$ cat config.mk
export PLATFORM = sky130hd
export DESIGN_NAME = msti_root_step
export DESIGN_NICKNAME = d
export VERILOG_FILES = /design/src/hdl/msti_pkg.sv /design/src/hdl/msti_root_step.sv
export SDC_FILE = /design/constraint.sdc
export NUM_CORES = 1
export LEC_CHECK = 0
export CORE_AREA = 2 2 293 295
export CTS_CLUSTER_SIZE = 14
export DETAILED_ROUTE_END_ITERATION = 10
export DIE_AREA = 0 0 295 297
export DONT_BUFFER_PORTS = 1
export PLACE_DENSITY = 0.61
export SKIP_CTS_REPAIR_TIMING = 1
export SLEW_MARGIN = 20
export SYNTH_ARGS = -nofsm -noshare
export SYNTH_HDL_FRONTEND = slang
export SYNTH_SLANG_ARGS = --single-unit
export TNS_END_PERCENT = 10
$ cat constraint.sdc
create_clock -name clk -period 1 [get_ports clk]
set_clock_uncertainty 0.15 [all_clocks]
set_input_delay 0.05 -clock clk [delete_from_list [all_inputs] [get_ports clk]]
set_output_delay 0.05 -clock clk [all_outputs]
set_load 0.1 [all_outputs]
$ cat src/hdl/msti_pkg.sv
package msti_pkg;

    localparam int COORD_WIDTH  = 32;
    localparam int RADIUS_WIDTH = 31;
    localparam int TIME_BITS    = 17;
    localparam int TIME_FRAC    = TIME_BITS - 1;
    localparam int RR_WIDTH     = 2 * RADIUS_WIDTH;

    localparam int D_WIDTH  = COORD_WIDTH + 1;
    localparam int V_WIDTH  = COORD_WIDTH + 2;
    localparam int S_WIDTH  = (2 * V_WIDTH + 2 > RR_WIDTH + 2) ? 2 * V_WIDTH + 2 : RR_WIDTH + 2;
    localparam int F_WIDTH  = S_WIDTH + 3;
    localparam int LO_WIDTH = (S_WIDTH + 1) / 2;
    localparam int HI_WIDTH = S_WIDTH - LO_WIDTH;
    localparam int P_WIDTH  = 2 * S_WIDTH;
    localparam int G_WIDTH  = S_WIDTH + 2 * TIME_BITS + 2;

    localparam logic [RADIUS_WIDTH-1:0] RADIUS_RESET = RADIUS_WIDTH'(65536);
    localparam logic [TIME_BITS-1:0]    TIME_ONE     = TIME_BITS'(1) << TIME_FRAC;

    typedef enum logic [1:0] {
        STATUS_NONE    = 2'd0,
        STATUS_HIT     = 2'd1,
        STATUS_OVERLAP = 2'd2
    } status_t;

    typedef struct packed {
        logic signed [COORD_WIDTH-1:0] first_start_x;
        logic signed [COORD_WIDTH-1:0] first_start_y;
        logic signed [COORD_WIDTH-1:0] first_start_z;
        logic signed [COORD_WIDTH-1:0] first_end_x;
        logic signed [COORD_WIDTH-1:0] first_end_y;
        logic signed [COORD_WIDTH-1:0] first_end_z;
        logic signed [COORD_WIDTH-1:0] second_start_x;
        logic signed [COORD_WIDTH-1:0] second_start_y;
        logic signed [COORD_WIDTH-1:0] second_start_z;
        logic signed [COORD_WIDTH-1:0] second_end_x;
        logic signed [COORD_WIDTH-1:0] second_end_y;
        logic signed [COORD_WIDTH-1:0] second_end_z;
    } in_t;

    typedef struct packed {
        status_t                contact_status;
        logic [TIME_BITS-1:0]   impact_time;
    } out_t;

    typedef struct packed {
        logic signed [S_WIDTH-1:0] a;
        logic signed [S_WIDTH-1:0] h;
        logic signed [S_WIDTH-1:0] c0;
    } moments_t;

    typedef struct packed {
        logic                      overlap;
        logic                      hit;
        logic signed [S_WIDTH-1:0] a;
        logic signed [S_WIDTH-1:0] h;
        logic [TIME_BITS-1:0]      k;
        logic signed [G_WIDTH-1:0] ak;
        logic signed [G_WIDTH-1:0] g;
    } step_t;

endpackage

$ cat src/hdl/msti_root_step.sv
module msti_root_step #(
    parameter int BIT = 0
) (
    input  logic            clk,
    input  logic            rst_n,
    input  logic            advance,
    input  logic            in_valid,
    input  msti_pkg::step_t in_step,
    output logic            valid,
    output msti_pkg::step_t step
);

    localparam int GW = msti_pkg::G_WIDTH;

    // try k + 2^BIT: keep it if still at or before the vertex and f(k) >= 0
    logic signed [GW-1:0] a_ext;
    logic signed [GW-1:0] h_ext;
    logic signed [GW-1:0] vert;
    logic signed [GW-1:0] cand_ak;
    logic signed [GW-1:0] cand_g;
    logic                 take;

    msti_pkg::step_t step_next;
    msti_pkg::step_t step_reg;
    logic            valid_reg;

    always_comb
    begin
        a_ext   = GW'(in_step.a);
        h_ext   = GW'(in_step.h);
        vert    = (-h_ext) <<< msti_pkg::TIME_FRAC;
        cand_ak = in_step.ak + (a_ext <<< BIT);
        cand_g  = in_step.g + ((in_step.ak <<< 1) <<< BIT) + (a_ext <<< (2 * BIT))
                  + (h_ext <<< (msti_pkg::TIME_BITS + BIT));
        take    = (cand_ak <= vert) && !cand_g[GW-1];

        step_next = in_step;
        if (take)
        begin
            step_next.k  = in_step.k | (msti_pkg::TIME_BITS'(1) << BIT);
            step_next.ak = cand_ak;
            step_next.g  = cand_g;
        end
    end

    always_ff @(posedge clk or negedge rst_n)
    begin
        if (!rst_n)
        begin
            valid_reg <= 1'b0;
        end
        else if (advance)
        begin
            valid_reg <= in_valid;
        end
    end

    always_ff @(posedge clk)
    begin
        if (advance)
        begin
            step_reg <= step_next;
        end
    end

    assign valid = valid_reg;
    assign step  = step_reg;

endmodule

==> key figures, run 1 <==
Run status
  • Outcome: finished, violations left
  • Failing checks: hold timing, slew limit, setup timing

Placement
  • Final Wtd Congestion: 0.997
  • Post-DP HPWL: 123000 microns
  • Placed instance area: between 50000 and 60000 sq um
  • IO Port Bufs: 0

Final layout
  • Largest register FFs: around 370
  • Layout fillers: 5900
  • # nets final: 6198
  • P&R area growth vs syn: 70.7%
  • Final core utilization: 0.702
  • Final Cell Area: around 59000 sq um
  • Fraction of layout cells with a size suffix above 1: 0.352

Synth
  • Area share of the largest cell type after synthesis: 0.321
  • Syn Std Cell Area: 34700 sq um
  • Cell count after synthesis: 3377
  • Fraction of registers with async set or reset after synthesis: 0.00269
  • Post-synth cell types: 81
  • Top cells by count, synth: 371 x edfxtp_1, 327 x a21oi_1, 316 x ha_1
  • EDFF count, synth: approximately 370
  • Syn Nets: 4262
  • Cell taking the most area after synthesis: edfxtp_1
  • Synth Flop Type: edfxtp_1
  • Count leader, synth: edfxtp_1
  • Ys Warns: 0
  • Sequential share of the synthesized area: 0.322
  • Post-synthesis average cell area: a little over 10 sq um
  • Top cells by area, synth: edfxtp_1 32%, ha_1 11%, fa_1 11%, mux2_2 6.3%, a21oi_1 4.7%
  • Flops & latches, synth: 372

Hold path
  • Hold Crit Start: in_step[299]
  • Hold Crit Class: input port to flip-flop

Power and ir drop
  • Leakage: about 0.026 uW
  • Power Density: between 2000 and 2500 nW/um^2
  • Power consumption: approximately 140000 uW
  • Peak supply drop: ~2000 uV

Floorplan
  • Height of the die: 297 microns
  • Core footprint: approximately 84000 sq um
  • Row count: 107
  • Num ports: approximately 750
  • Die area: 87600 sq um
  • Die Wd: between 200 and 300 microns
  • Starting Density: 0.411

Worst setup path
  • Crit Path Max Fanout: 12
  • Required @ worst endpoint: between 1000 and 1500 ps
  • Worst R2R Start: valid
  • Crit path kind: input port to flip-flop
  • CP endpoint kind: flip-flop
  • Worst Path Arrival: about 6800 ps
  • CP startpoint: in_step[242]
  • Critical Path Source Type: input port

Timing
  • Unrepaired setup endpoints after global routing: true
  • Hold slack: -597 ps
  • Slew Limit Headroom: -0.409
  • Slew Limit Fails: roughly 160
  • Final WS setup: -5560 ps
  • Fmax: ~0.15 GHz
  • Fin crit period: about 6600 ps
  • Least-Margin Pin Slew: ~2100 ps
  • Final setup fails: about 770
  • Period utilization: 6.56
  • Final hold violation count: 131

Routing
  • DRC Markers: 0
  • DR vias: ~38000
  • Router iterations before antenna repair: 8
  • Iteration-0 DRC Markers: 3910
  • Wirelength, routed: around 170000 microns
  • Via density: 5.81
  • Wire per inst: roughly 26 microns
  • ANT nets after route: 0

Clock tree
  • CTS tree: yes
  • Sinks on Clock Net: about 370
  • Root Driver: clkbuf_16
  • CTS max path bufs: 3
  • Skew-Pair Late Insertion Delay: 600 ps
  • H-tree levels: 2
  • Clock transition at path regs: approximately 70 ps
  • Cts bufs inserted: 46

Global routing
  • All-layer global routing usage: 0.326
  • Largest net degree at the start of global routing: 373
  • First-pass GRT wire length: approximately 210000 microns
  • Overflow after GRT: 0
  • Initial antenna violation count: 21
  • Number of global-route vias before repair: 34200

Job
  • MaxCap Viol Count: 0
## cells by family after synthesis
group,synth area share
flops,0.322
buf+inv,0.0281
fa+ha+maj,0.226
simple gates,0.122
compound gates,0.175
xor+xnor,0.0640
mux,0.0634
## where the power goes
group / total (uW) / internal, uW / switching, uW / leakage, uW
clock network: 17100 / 9580 / 7520 / 0.000718
registers: 24800 / 21700 / 3130 / 0.00364
logic: 94900 / 41200 / 53600 / 0.0215
## layer usage
metal	track usage	share of wire	vias up
li1	-	-	16600
met1	0.389	0.35	17900
met2	0.550	0.47	2524
met3	0.0877	0.10	711
met4	0.142	0.075	10
met5	0	0.00043	-
## worst max-delay path, cell delays in order
cell and delay, ps:
or4_4 520, or3_4 360, or2_4 260, or3_4 440
nor3_4 340, nand4b_1 240, or4_4 470, buf_8 160
nor3_4 250, clkbuf_4 290, buf_4 130, a21o_1 100
ha_1 120, nand4_1 150, nor4_4 220, nand3_2 180
a2111oi_4 320, o2111ai_2 160, nor4_2 300, o2111ai_2 180
a31oi_1 260, nand3_2 190, nand2_8 250, buf_12 200
clkbuf_16 200, mux2_2 390
## through the flow
| stage | worst slack (ps) | setup TNS, ps | std cells |
|---|---|---|---|
| floorplan | -5180 | -1133570 | 3377 |
| global route | -5740 | -1366340 | 6494 |
| finish | -5560 | -1374070 | 6500 |
| CTS | -6030 | -1426920 | 5943 |
| detailed placement | -6580 | -1382870 | 5861 |
| global placement | -6500 | -1369790 | 5861 |
## layout make-up
type | count | area, sq um | share of cell area
Clock buffer | 62 | 1250 | 0.0211
Antenna cell | 9 | 22.5 | 0.000380
Multi-Input combinational cell | 2756 | 23300 | 0.393
Sequential cell | 372 | 11200 | 0.188
Inverter | 100 | 375 | 0.00633
Tap cell | 1144 | 1430 | 0.0241
Timing Repair Buffer | 2037 | 21600 | 0.364
Clock inverter | 20 | 196 | 0.00331
## cells in the final DEF, fill, tap and decap left out, types with 35 or more instances in the layout
cell type and instances:
buf_4 1107, edfxtp_1 371, mux2_4 47, nand4_1 110
ha_1 313, nor3_1 66, a21oi_1 317, o21a_1 35
buf_12 377, xnor2_1 136, nand3_1 58, clkbuf_16 54
inv_1 100, nand2_1 221, o21ai_0 158, dlygate4sd3_1 520
fa_1 193, a21o_1 148, mux2_2 146, nor2_1 165
xor2_1 115, o21bai_1 65
## path summary, 6_finish.rpt
| check | endpoint | slack (ps) | cells after the start |
|---|---|---|---|
| worst max-delay path | step[45] | -5560 | 26 |
| worst min-delay path | step[299] | -600 | 0 |
| worst max register to register | valid | 70 | 1 |
| worst min register to register | valid | 420 | 1 |
| max in group asynchronous | valid | 550 | 2 |
| min in group asynchronous | valid | 50 | 2 |
No activity file was read; power rests on OpenSTA's default activity.
==> run 2, diff against run 1 <==
--- a/config.mk
+++ b/config.mk
@@ -5,12 +5,12 @@
 export SDC_FILE = /design/constraint.sdc
 export NUM_CORES = 1
 export LEC_CHECK = 0
+export BUFFER_PORTS_ARGS = -buffer_cell sky130_fd_sc_hd__buf_4
 export CORE_AREA = 2 2 293 295
 export CTS_CLUSTER_SIZE = 14
 export DETAILED_ROUTE_END_ITERATION = 10
 export DIE_AREA = 0 0 295 297
-export DONT_BUFFER_PORTS = 1
-export PLACE_DENSITY = 0.61
+export PLACE_DENSITY = 0.68
 export SKIP_CTS_REPAIR_TIMING = 1
 export SLEW_MARGIN = 20
 export SYNTH_ARGS = -nofsm -noshare
==> key figures, run 2 (synthesized netlist as in run 1, its figures left out) <==
Run status
  • Outcome: finished, violations left
  • Failing checks: hold timing, setup timing

Routing
  • Iteration-0 DRC Markers: approximately 3300
  • DRC Markers: 0
  • Via density: 5.62
  • DR vias: 39100
  • Router iterations before antenna repair: 5
  • ANT nets after route: 0
  • Wirelength, routed: around 170000 microns
  • Wire per inst: 24.4 microns

Timing
  • Fin crit period: 6910 ps
  • Slew Limit Fails: 0
  • Fmax: 0.145 GHz
  • Period utilization: 6.91
  • Unrepaired setup endpoints after global routing: true
  • Final WS setup: -5910 ps
  • Least-Margin Pin Slew: between 900 and 1000 ps
  • Final hold violation count: 2
  • Hold slack: -177 ps
  • Final setup fails: approximately 960
  • Slew Limit Headroom: 0.363

Worst setup path
  • Cell family with most CP delay: simple AND/OR/NAND/NOR gates
  • Worst Path Arrival: between 7000 and 8000 ps
  • Crit path buffers/inverters: 6
  • Required @ worst endpoint: 1190 ps
  • CP Depth: 29
  • Critical Path Source Type: input port
  • Crit Path Max Fanout: 10
  • CP endpoint kind: flip-flop
  • Crit path kind: input port to flip-flop
  • Slowest stage delay, CP: around 580 ps
  • Reg2reg path depth: 1
  • Slowest stage cell on the critical path: or4_4
  • Crit path top cell by count: or4_4

Global routing
  • All-layer global routing usage: 0.336
  • Number of global-route vias before repair: roughly 36000
  • Overflow after GRT: 0
  • Initial antenna violation count: 9
  • First-pass GRT wire length: around 220000 microns
  • Largest net degree at the start of global routing: 40

Final layout
  • Layout fillers: slightly above 6000
  • Largest register FFs: ~370
  • P&R area growth vs syn: 69.5%
  • Register area: roughly 11000 sq um
  • Non-Filler Instances: approximately 7000
  • Area of the multi-input gates: approximately 23000 sq um
  • Fraction of layout cells with a size suffix above 1: 0.428
  • # nets final: approximately 6700
  • Most frequent cells in the layout: 1862 x buf_4, 374 x dlygate4sd3_1, 371 x edfxtp_1
  • Commonest non-fill, non-tap cell in the layout: buf_4

Hold path
  • Hold Crit Class: input port to flip-flop
  • Cells on Worst Hold Path: 3

Placement
  • IO Port Bufs: about 750
  • Placed Cells: roughly 6500
  • Final Wtd Congestion: between 0.9 and 1
  • Post-DP HPWL: roughly 130000 microns

Clock tree
  • Skew-Pair Late Insertion Delay: around 590 ps
  • Cts bufs inserted: 45
  • CTS max path bufs: 3
  • H-tree levels: 2
  • Sinks on Clock Net: 372
  • Root Driver: clkbuf_16
  • Clock transition at path regs: around 60 ps
  • CTS tree: yes

Power and ir drop
  • Leakage: 0.0269 uW
  • Power consumption: between 100000 and 150000 uW
  • Power Density: 2230 nW/um^2
  • Peak supply drop: around 2300 uV

Floorplan
  • Height of the die: between 200 and 300 microns
  • Die area: between 80000 and 90000 sq um
  • Row count: approximately 110
  • Die Wd: 295 microns
  • Starting Density: 0.411
  • Core footprint: between 80000 and 90000 sq um
  • Num ports: ~750

Job
  • MaxCap Viol Count: 0
==> run 2: stage by stage <==
step                setup WS [ps]  hold WS (ps)  instance area (sq um)  setup TNS, ps  utilization
finish                      -5910          -177                  58900       -1534490        0.697
global route                -6010          -156                  58900       -1559850        0.697
CTS                         -6620          -957                  53200       -1559060        0.629
detailed placement          -7180          -324                  51700       -1524450        0.611
global placement            -7090          -325                  51700       -1505910        0.611
floorplan                   -5180          -396                  34900       -1133570            -
==> run 2: report_power, final <==
group          switching [uW]  internal [uW]
combinational           53800          35800
sequential               2110          21600
clock                    7660          10100
==> run 2: layout make-up <==
class / count / area share
Antenna cell: 5 / 0.000213
Clock buffer: 53 / 0.0204
Clock inverter: 28 / 0.00525
Inverter: 100 / 0.00638
Multi-Input combinational cell: 2757 / 0.396
Sequential cell: 372 / 0.190
Tap cell: 1144 / 0.0243
Timing Repair Buffer: 2499 / 0.358
==> run 2: path summary, 6_finish.rpt <==
check | startpoint | to | slack (ps)
worst max register to register | valid | valid | 40
min in group asynchronous | rst_n | valid | 140
worst max-delay path | in_step[242] | step[84] | -5910
worst min register to register | valid | valid | 460
max in group asynchronous | rst_n | valid | 460
worst min-delay path | in_step[299] | step[106] | -180
==> run 2: per-layer routing <==
layer	wire length, microns	share of wire	vias up	GRT usage
met4	11200	0.066	12	0.141
met2	80400	0.47	2148	0.570
met5	75	0.00044	-	0
li1	-	-	17500	-
met1	63800	0.38	18800	0.420
met3	14200	0.084	595	0.0595
